--- src/sv/whtr_pkg.sv ---
package whtr_pkg;

	// Default sizes of the window stack
	localparam int MAX_WINDOWS_DEF = 16;
	localparam int COORD_BITS_DEF  = 12;

	// Bounds per window: left, top, right, bottom
	localparam int RECT_FIELDS = 4;

	// Item kind carried on the input tuser bit
	localparam logic KIND_CLICK = 1'b1;

endpackage

--- src/sv/window_hit_test_raise.sv ---
// Window stack with click hit testing and raise to front. An add item (tuser 0) stores a
// rectangle with inclusive bounds under the next id, counting from 1, and puts it at the front;
// adds beyond MAX_WINDOWS are dropped and no add gives a result. A click item (tuser 1) gives
// one result: tuser 1 and the id of the front-most window holding the point, which then moves
// to the front keeping the order of the rest, or tuser 0 and id 0 when no window holds it.
// Rectangles and the stack order sit in two one-read one-write memories; valid entries are
// tracked by the window count, so no clearing pass follows reset. A click runs a pipelined
// front-to-back scan through the order and rectangle memory reads; on a hit, and for each
// stored add, a shift through the order memory port then moves the entry to the front. One
// item is in work at a time; a finished result waits in the output register and does not
// block the next input.
module window_hit_test_raise #(
	parameter int MAX_WINDOWS = whtr_pkg::MAX_WINDOWS_DEF,
	parameter int COORD_BITS  = whtr_pkg::COORD_BITS_DEF
) (
	input  logic                                         clk,
	input  logic                                         arst_n,
	input  logic                                         s_tvalid,
	output logic                                         s_tready,
	// left, top, right, bottom, point_x, point_y from bit 0 up, zero fill to bytes
	input  logic [((6*COORD_BITS+7)/8)*8-1:0]            s_tdata,
	// kind: 0 add window, 1 click
	input  logic                                         s_tuser,
	output logic                                         m_tvalid,
	input  logic                                         m_tready,
	// window_id from bit 0 up, zero fill to bytes
	output logic [(($clog2(MAX_WINDOWS+1)+7)/8)*8-1:0]   m_tdata,
	// hit
	output logic                                         m_tuser
);
	import whtr_pkg::*;

	localparam int IDX_W       = $clog2(MAX_WINDOWS);
	localparam int CNT_W       = $clog2(MAX_WINDOWS+1);
	localparam int OUT_TDATA_W = ((CNT_W+7)/8)*8;
	localparam int RECT_W      = RECT_FIELDS * COORD_BITS;

	typedef enum logic [3:0] {
		ST_IDLE  = 4'b0001,
		ST_SCAN  = 4'b0010,
		ST_SHIFT = 4'b0100,
		ST_OUT   = 4'b1000
	} state_t;

	state_t state_q;

	logic [CNT_W-1:0] count_q;
	logic [CNT_W-1:0] issue_pos_q;
	logic             is_click_q;
	logic [IDX_W-1:0] cur_q;
	logic [IDX_W-1:0] front_q;

	logic             v_s1, v_s2;
	logic [IDX_W-1:0] pos_s1, pos_s2, slot_s2;

	logic             wr_v_s1;
	logic [IDX_W-1:0] wr_addr_s1;
	logic             wr_front_s1;

	logic             res_hit_q;
	logic [CNT_W-1:0] res_id_q;
	logic             m_valid_q;
	logic             m_hit_q;
	logic [CNT_W-1:0] m_id_q;

	logic [COORD_BITS-1:0] pt_x_q, pt_y_q;

	logic             in_acc, is_click, full, rect_we, issue, contains;
	logic             hit_now, miss_now, leave, out_free;
	logic [IDX_W-1:0] order_raddr, order_rdata, order_wdata;

	// Input handshake and decode
	assign s_tready = (state_q == ST_IDLE);
	assign in_acc   = s_tvalid && s_tready;
	assign is_click = (s_tuser == KIND_CLICK);
	assign full     = (count_q == CNT_W'(MAX_WINDOWS));
	assign rect_we  = in_acc && !is_click && !full;

	// Scan issue and compare outcome
	assign issue    = (state_q == ST_SCAN) && (issue_pos_q < count_q);
	assign hit_now  = v_s2 && contains;
	assign miss_now = v_s2 && !contains && (CNT_W'(pos_s2) == count_q - CNT_W'(1));
	assign leave    = hit_now || miss_now;
	assign out_free = !m_valid_q || m_tready;

	// Order memory: scan reads forward, shift reads one below the write point
	assign order_raddr = (state_q == ST_SCAN) ? issue_pos_q[IDX_W-1:0] : cur_q - IDX_W'(1);
	assign order_wdata = wr_front_s1 ? front_q : order_rdata;

	whtr_order_store #(
		.MAX_WINDOWS(MAX_WINDOWS)
	) u_order (
		.clk    (clk),
		.wr_en  (wr_v_s1),
		.wr_addr(wr_addr_s1),
		.wr_data(order_wdata),
		.rd_addr(order_raddr),
		.rd_data(order_rdata)
	);

	whtr_rect_store #(
		.MAX_WINDOWS(MAX_WINDOWS),
		.COORD_BITS (COORD_BITS)
	) u_rect (
		.clk     (clk),
		.wr_en   (rect_we),
		.wr_addr (count_q[IDX_W-1:0]),
		.wr_rect (s_tdata[RECT_W-1:0]),
		.rd_addr (order_rdata),
		.point_x (pt_x_q),
		.point_y (pt_y_q),
		.contains(contains)
	);

	// Sequencer and control registers
	always_ff @(posedge clk or negedge arst_n) begin
		if (!arst_n) begin
			state_q     <= ST_IDLE;
			count_q     <= '0;
			issue_pos_q <= '0;
			is_click_q  <= 1'b0;
			cur_q       <= '0;
			v_s1        <= 1'b0;
			v_s2        <= 1'b0;
			wr_v_s1     <= 1'b0;
			m_valid_q   <= 1'b0;
		end else begin
			v_s1    <= issue && !leave;
			v_s2    <= v_s1 && !leave;
			wr_v_s1 <= (state_q == ST_SHIFT);
			if (issue) begin
				issue_pos_q <= issue_pos_q + CNT_W'(1);
			end
			// Load a finished result, or drop the one taken downstream
			if (state_q == ST_OUT && out_free) begin
				m_valid_q <= 1'b1;
			end else if (m_tready) begin
				m_valid_q <= 1'b0;
			end
			unique case (state_q)
				ST_IDLE: begin
					if (in_acc) begin
						is_click_q <= is_click;
						if (is_click) begin
							issue_pos_q <= '0;
							state_q     <= (count_q == '0) ? ST_OUT : ST_SCAN;
						end else if (!full) begin
							cur_q   <= count_q[IDX_W-1:0];
							count_q <= count_q + CNT_W'(1);
							state_q <= ST_SHIFT;
						end
					end
				end
				ST_SCAN: begin
					if (hit_now) begin
						cur_q   <= pos_s2;
						state_q <= ST_SHIFT;
					end else if (miss_now) begin
						state_q <= ST_OUT;
					end
				end
				ST_SHIFT: begin
					if (cur_q != '0) begin
						cur_q <= cur_q - IDX_W'(1);
					end else begin
						state_q <= is_click_q ? ST_OUT : ST_IDLE;
					end
				end
				ST_OUT: begin
					if (out_free) begin
						state_q <= ST_IDLE;
					end
				end
				default: state_q <= ST_IDLE;
			endcase
		end
	end

	// Payload registers
	always_ff @(posedge clk) begin
		pos_s1      <= issue_pos_q[IDX_W-1:0];
		pos_s2      <= pos_s1;
		slot_s2     <= order_rdata;
		wr_addr_s1  <= cur_q;
		wr_front_s1 <= (cur_q == '0);
		if (in_acc) begin
			pt_x_q <= s_tdata[5*COORD_BITS-1:4*COORD_BITS];
			pt_y_q <= s_tdata[6*COORD_BITS-1:5*COORD_BITS];
			if (!is_click) begin
				front_q <= count_q[IDX_W-1:0];
			end else begin
				res_hit_q <= 1'b0;
				res_id_q  <= '0;
			end
		end
		if (state_q == ST_SCAN) begin
			if (hit_now) begin
				front_q   <= slot_s2;
				res_hit_q <= 1'b1;
				res_id_q  <= CNT_W'(slot_s2) + CNT_W'(1);
			end else if (miss_now) begin
				res_hit_q <= 1'b0;
				res_id_q  <= '0;
			end
		end
		if (state_q == ST_OUT && out_free) begin
			m_hit_q <= res_hit_q;
			m_id_q  <= res_id_q;
		end
	end

	assign m_tvalid = m_valid_q;
	assign m_tdata  = OUT_TDATA_W'(m_id_q);
	assign m_tuser  = m_hit_q;

	// Window count stays within capacity
	a_count_range: assert property (@(posedge clk) disable iff (!arst_n)
		count_q <= CNT_W'(MAX_WINDOWS))
		else $error("window count above capacity");

	// Scan pipeline holds nothing outside the scan
	a_scan_quiet: assert property (@(posedge clk) disable iff (!arst_n)
		(v_s1 || v_s2) |-> (state_q == ST_SCAN))
		else $error("scan stage live outside scan");

	// Order writes come only from the shift sequence
	a_shift_write: assert property (@(posedge clk) disable iff (!arst_n)
		wr_v_s1 |-> $past(state_q == ST_SHIFT))
		else $error("order write without shift");

	// A miss reports id zero
	a_miss_id: assert property (@(posedge clk) disable iff (!arst_n)
		(m_tvalid && !m_tuser) |-> (m_tdata == '0))
		else $error("nonzero id on miss");

	// A hit names a stored window
	a_hit_id: assert property (@(posedge clk) disable iff (!arst_n)
		(m_tvalid && m_tuser) |-> ((m_id_q != '0) && (m_id_q <= count_q)))
		else $error("hit id out of range");

endmodule

--- src/sv/whtr_rect_store.sv ---
module whtr_rect_store #(
	parameter int MAX_WINDOWS = whtr_pkg::MAX_WINDOWS_DEF,
	parameter int COORD_BITS  = whtr_pkg::COORD_BITS_DEF
) (
	input  logic                                             clk,
	input  logic                                             wr_en,
	input  logic [$clog2(MAX_WINDOWS)-1:0]                   wr_addr,
	input  logic [whtr_pkg::RECT_FIELDS*COORD_BITS-1:0]      wr_rect,
	input  logic [$clog2(MAX_WINDOWS)-1:0]                   rd_addr,
	input  logic [COORD_BITS-1:0]                            point_x,
	input  logic [COORD_BITS-1:0]                            point_y,
	output logic                                             contains
);
	import whtr_pkg::*;

	localparam int RECT_W = RECT_FIELDS * COORD_BITS;

	logic [RECT_W-1:0] mem [MAX_WINDOWS];
	logic [RECT_W-1:0] rd_q;
	logic [COORD_BITS-1:0] r_left, r_top, r_right, r_bottom;

	// Write one rectangle, read one with a registered output
	always_ff @(posedge clk) begin
		if (wr_en) begin
			mem[wr_addr] <= wr_rect;
		end
		rd_q <= mem[rd_addr];
	end

	// Test the held point against the inclusive bounds
	assign r_left   = rd_q[COORD_BITS-1:0];
	assign r_top    = rd_q[2*COORD_BITS-1:COORD_BITS];
	assign r_right  = rd_q[3*COORD_BITS-1:2*COORD_BITS];
	assign r_bottom = rd_q[4*COORD_BITS-1:3*COORD_BITS];

	assign contains = (r_left <= point_x) && (point_x <= r_right) &&
		(r_top <= point_y) && (point_y <= r_bottom);

endmodule

--- src/sv/whtr_order_store.sv ---
module whtr_order_store #(
	parameter int MAX_WINDOWS = whtr_pkg::MAX_WINDOWS_DEF
) (
	input  logic                           clk,
	input  logic                           wr_en,
	input  logic [$clog2(MAX_WINDOWS)-1:0] wr_addr,
	input  logic [$clog2(MAX_WINDOWS)-1:0] wr_data,
	input  logic [$clog2(MAX_WINDOWS)-1:0] rd_addr,
	output logic [$clog2(MAX_WINDOWS)-1:0] rd_data
);
	import whtr_pkg::*;

	localparam int IDX_W = $clog2(MAX_WINDOWS);

	logic [IDX_W-1:0] mem [MAX_WINDOWS];
	logic [IDX_W-1:0] rd_q;

	// Slot number at each stack position, front at position zero
	always_ff @(posedge clk) begin
		if (wr_en) begin
			mem[wr_addr] <= wr_data;
		end
		rd_q <= mem[rd_addr];
	end

	assign rd_data = rd_q;

endmodule
--- config.mk ---
export PLATFORM = sky130hd
export DESIGN_NAME = window_hit_test_raise
export DESIGN_NICKNAME = d
export VERILOG_FILES = /design/src/sv/whtr_pkg.sv /design/src/sv/window_hit_test_raise.sv /design/src/sv/whtr_rect_store.sv /design/src/sv/whtr_order_store.sv
export SDC_FILE = /design/constraint.sdc
export NUM_CORES = 1
export LEC_CHECK = 0
export ABC_AREA = 1
export BUFFER_PORTS_ARGS = -buffer_cell sky130_fd_sc_hd__buf_2
export CAP_MARGIN = 20
export CORE_MARGIN = 2
export CORE_UTILIZATION = 56
export DETAILED_ROUTE_END_ITERATION = 7
export GPL_TIMING_DRIVEN = 0
export PLACE_DENSITY = 0.72
export REMOVE_ABC_BUFFERS = 1
export SYNTH_ARGS = -nofsm -noshare
export SYNTH_HDL_FRONTEND = slang
export SYNTH_SLANG_ARGS = --single-unit
--- constraint.sdc ---
create_clock -name clk -period 8.7 [get_ports clk]
set_input_delay 1.74 -clock clk [delete_from_list [all_inputs] [get_ports clk]]
set_output_delay 1.74 -clock clk [all_outputs]
set_load 0.03 [all_outputs]
==> flow_summary.json <==
{
  "synth_cell_types": 47,
  "finalMaxSlewViolations": 0,
  "cts-root-buf": "clkbuf_16",
  "slowest_delay_ps": 640,
  "min_from": "pos_s1[0]$_DFF_P_",
  "synth_cells": 2695,
  "place_inst": 3550,
  "tightest_slew_ps": 1001,
  "io_buffers": 84,
  "min_period_over_period_pct": 40.54,
  "hold_viol": 0,
  "cts.repair.resized": 0,
  "intPower_uw": 9216,
  "netlist_top_cells_area": "edfxtp_1, dfxtp_1, nor2_1, mux2i_1, o221ai_1",
  "crit_required_ps": 9040,
  "cts_buffers": 93,
  "die_w_um": 264.9,
  "status": "finished clean",
  "switching_share_pct": 34.05,
  "crit_chain": "buf_2 -> nor2_1 -> nand2_2 -> nor2_4 -> nand2_1 -> nor2_4 -> buf_12 -> buf_12",
  "p_per_area_mw_per_mm2": 323.6,
  "cellLeakagePower_uw": 0.01503,
  "max_cap_viol_count": 0,
  "min_path_type": "register to register",
  "viasPerCell": 6.145,
  "h-tree-depth": 3,
  "syn_area_per_cell_um2": 14.14,
  "grt_antenna_before_repair": 10,
  "drc": 0,
  "use_met2_pct": 40.64,
  "drt_wl_total_mm": 90.41,
  "gr-usage-all-layers_pct": 25.66,
  "worstReg2RegEnd": "u_rect.mem[5][14]$_DFFE_PP_",
  "dpl-instance-area_mm2": 0.04017,
  "grt_pass1_wl_mm": 134.9,
  "synth_largest_area_cell": "edfxtp_1",
  "grt_max_degree": 144,
  "p_seq_share_pct": 41.8,
  "postCtsSetupBuffers": 0,
  "worstSetupStartpointType": "input pin",
  "drive_above_1_share_pct": 11.44,
  "power_frac_comb_pct": 29.9,
  "setup-tns-final_ps": 0,
  "grt_pass1_vias": 22250,
  "cts_hold_buf": 0,
  "synth-edff-count": 862,
  "die_h_um": 264.9,
  "r2r_setup_slack_ps": 5490,
  "grt_use_met3_pct": 4.700,
  "fill_cells": 4703,
  "top_usage_layer": "met2",
  "netlist_top_cells_count": "edfxtp_1, nor2_1, o21ai_0",
  "vias": 22902,
  "yosysSeqAreaShare_pct": 73.58,
  "start_util_pct": 56.65,
  "worstSetupPathType": "input pin to register",
  "pwr-share-clk_pct": 28.3,
  "design.die.area_mm2": 0.07016,
  "hold-path-endpoint": "pos_s2[0]$_DFF_P_",
  "drtPass1Iterations": 5,
  "clock_latency_ps": 650,
  "syn_area_mm2": 0.03811,
  "cts_tree": "built",
  "clk_pin_slew_ps": 60,
  "critPathSlowestCell": "nor2_4",
  "period_needed_ps": 3527,
  "drt_iter0_markers": 3003,
  "dp_hpwl_mm": 53.05,
  "crit_fanout": 19,
  "std_cell_rows": 95,
  "place.gp.congestion": 0.8658,
  "nets": 2910,
  "reg2reg_from": "count_q[0]$_DFFE_PN0P_",
  "numClockSinks": 964,
  "relSlewSlack_pct": 33.24,
  "crit_arrival_ps": 3870,
  "synth_top_area_share_pct": 67.92,
  "stdcell_area_mm2": 0.04319,
  "area_delta_synth_final_pct": 13.32,
  "overflow": 0,
  "ir_drop_mv": 0.2978,
  "min_path_cells": 0,
  "final_util_pct": 64.19,
  "p_switching_uw": 4758,
  "io_pins": 88,
  "wire_per_inst_um": 24.26,
  "rsz0062_at_grt": "false",
  "ys_seq_elements": 964,
  "r2r_cells": 9,
  "endpoint_kind": "register",
  "synthArstFlopShare_pct": 2.386,
  "setup_viol": 0,
  "grt_use_met1_pct": 36.54,
  "fmax_ghz": 0.2835,
  "instances_no_fill": 3727,
  "ant_nets": 0,
  "ys.flop_type": "edfxtp_1",
  "synth.most_common_cell": "edfxtp_1",
  "worst_hold_slack_ps": 326.3,
  "yosysWarnings": 0,
  "skew_ps": 38.60,
  "clockBufferDepth": 3,
  "core_area_mm2": 0.06728
}
## registers in the layout, summed over array words and instances, names as in the netlist, 4 cells and up
signal           flops
count_q              5
cur_q                4
front_q              4
issue_pos_q          5
m_id_q               5
pos_s1               4
pos_s2               4
pt_x_q              12
pt_y_q              12
res_id_q             5
slot_s2              4
state_q              4
u_order.mem         64
u_order.rd_data      4
u_rect.mem         768
u_rect.rd_q         48
wr_addr_s1           4
## power by group through the flow
| stage | combinational, uW | sequential [uW] | clock (uW) |
|---|---|---|---|
| 2_1_floorplan | 2790 | 6140 | 0 |
| 3_3_place_gp | 3460 | 6460 | 0 |
| 3_5_place_dp | 4130 | 5930 | 0 |
| 4_1_cts | 4170 | 5840 | 4000 |
| 5_1_grt | 4600 | 5870 | 4170 |
| 6_report | 4180 | 5840 | 3950 |
## cells in the final DEF, fill, tap and decap left out, types with 34 or more instances in the layout
cell type / count
edfxtp_1: 862
nor2_1: 392
o21ai_0: 211
nand2_1: 179
o221ai_1: 140
mux2i_1: 134
inv_1: 106
clkbuf_16: 96
buf_2: 84
dfxtp_1: 75
o211ai_1: 65
ha_1: 61
nand3_1: 57
o32ai_1: 52
o21ai_1: 40
clkbuf_1: 34
## how the worst max path moves through the flow
stage,from,endpoint,slack (ps),cells past startpoint
after detailed placement,s_tuser,u_rect.mem[5][14]$_DFFE_PP_,4480,8
after global routing,s_tuser,u_rect.mem[5][19]$_DFFE_PP_,5050,8
after CTS,s_tuser,u_rect.mem[5][17]$_DFFE_PP_,5160,8
after global placement,u_order.rd_data[0]$_DFF_P_,u_order.mem[6][0]$_DFFE_PP_,-21110,2
final,s_tuser,u_rect.mem[5][14]$_DFFE_PP_,5170,8
after floorplan,u_order.rd_data[0]$_DFF_P_,u_order.mem[0][0]$_DFFE_PP_,-7450,2
## layout make-up
| class | count | area, um2 | area share, % |
|---|---|---|---|
| flip-flops and latches | 964 | 28060 | 64.97 |
| multi-input cells | 1458 | 8947 | 20.72 |
| clock buffers | 139 | 2654 | 6.145 |
| repair buffers | 137 | 1617 | 3.743 |
| well taps | 873 | 1092 | 2.529 |
| inverters | 118 | 452.9 | 1.049 |
| clock inverters | 33 | 352.8 | 0.8170 |
| diodes | 5 | 12.51 | 0.02897 |
## critical path, delay by kind of cell
family / cells / cell delay, ps
buffers and inverters: 3 / 620
and+or+nand+nor: 5 / 1460
## metal layers
metal / vias up / part of all wire [%]
met3: 190 / 8.9
met1: 11339 / 41
li1: 10293 / -
met2: 1068 / 47
met4: 12 / 2.7
met5: - / 0.090
## per-stage QoR
stage / power (uW) / worst slack, ps
after global placement: 9923 / -21110
final: 13970 / 5173
after detailed placement: 10060 / 4475
after global routing: 14640 / 5053
after CTS: 14010 / 5158
after floorplan: 8925 / -7453
## logic make-up (layout without fill, tap and decap cells)
| group | count (synthesis) | after routing | synth area share (%) |
|---|---|---|---|
| mux | 135 | 135 | 3.549 |
| other cells | 1 | 8 | 0.009840 |
| simple gates | 687 | 687 | 7.357 |
| buf+inv | 275 | 427 | 3.290 |
| xor+xnor | 14 | 14 | 0.3217 |
| compound gates | 558 | 558 | 9.888 |
| flops | 964 | 964 | 73.58 |
| fa+ha+maj | 61 | 61 | 2.003 |
No activity file was read; power rests on OpenSTA's default activity.
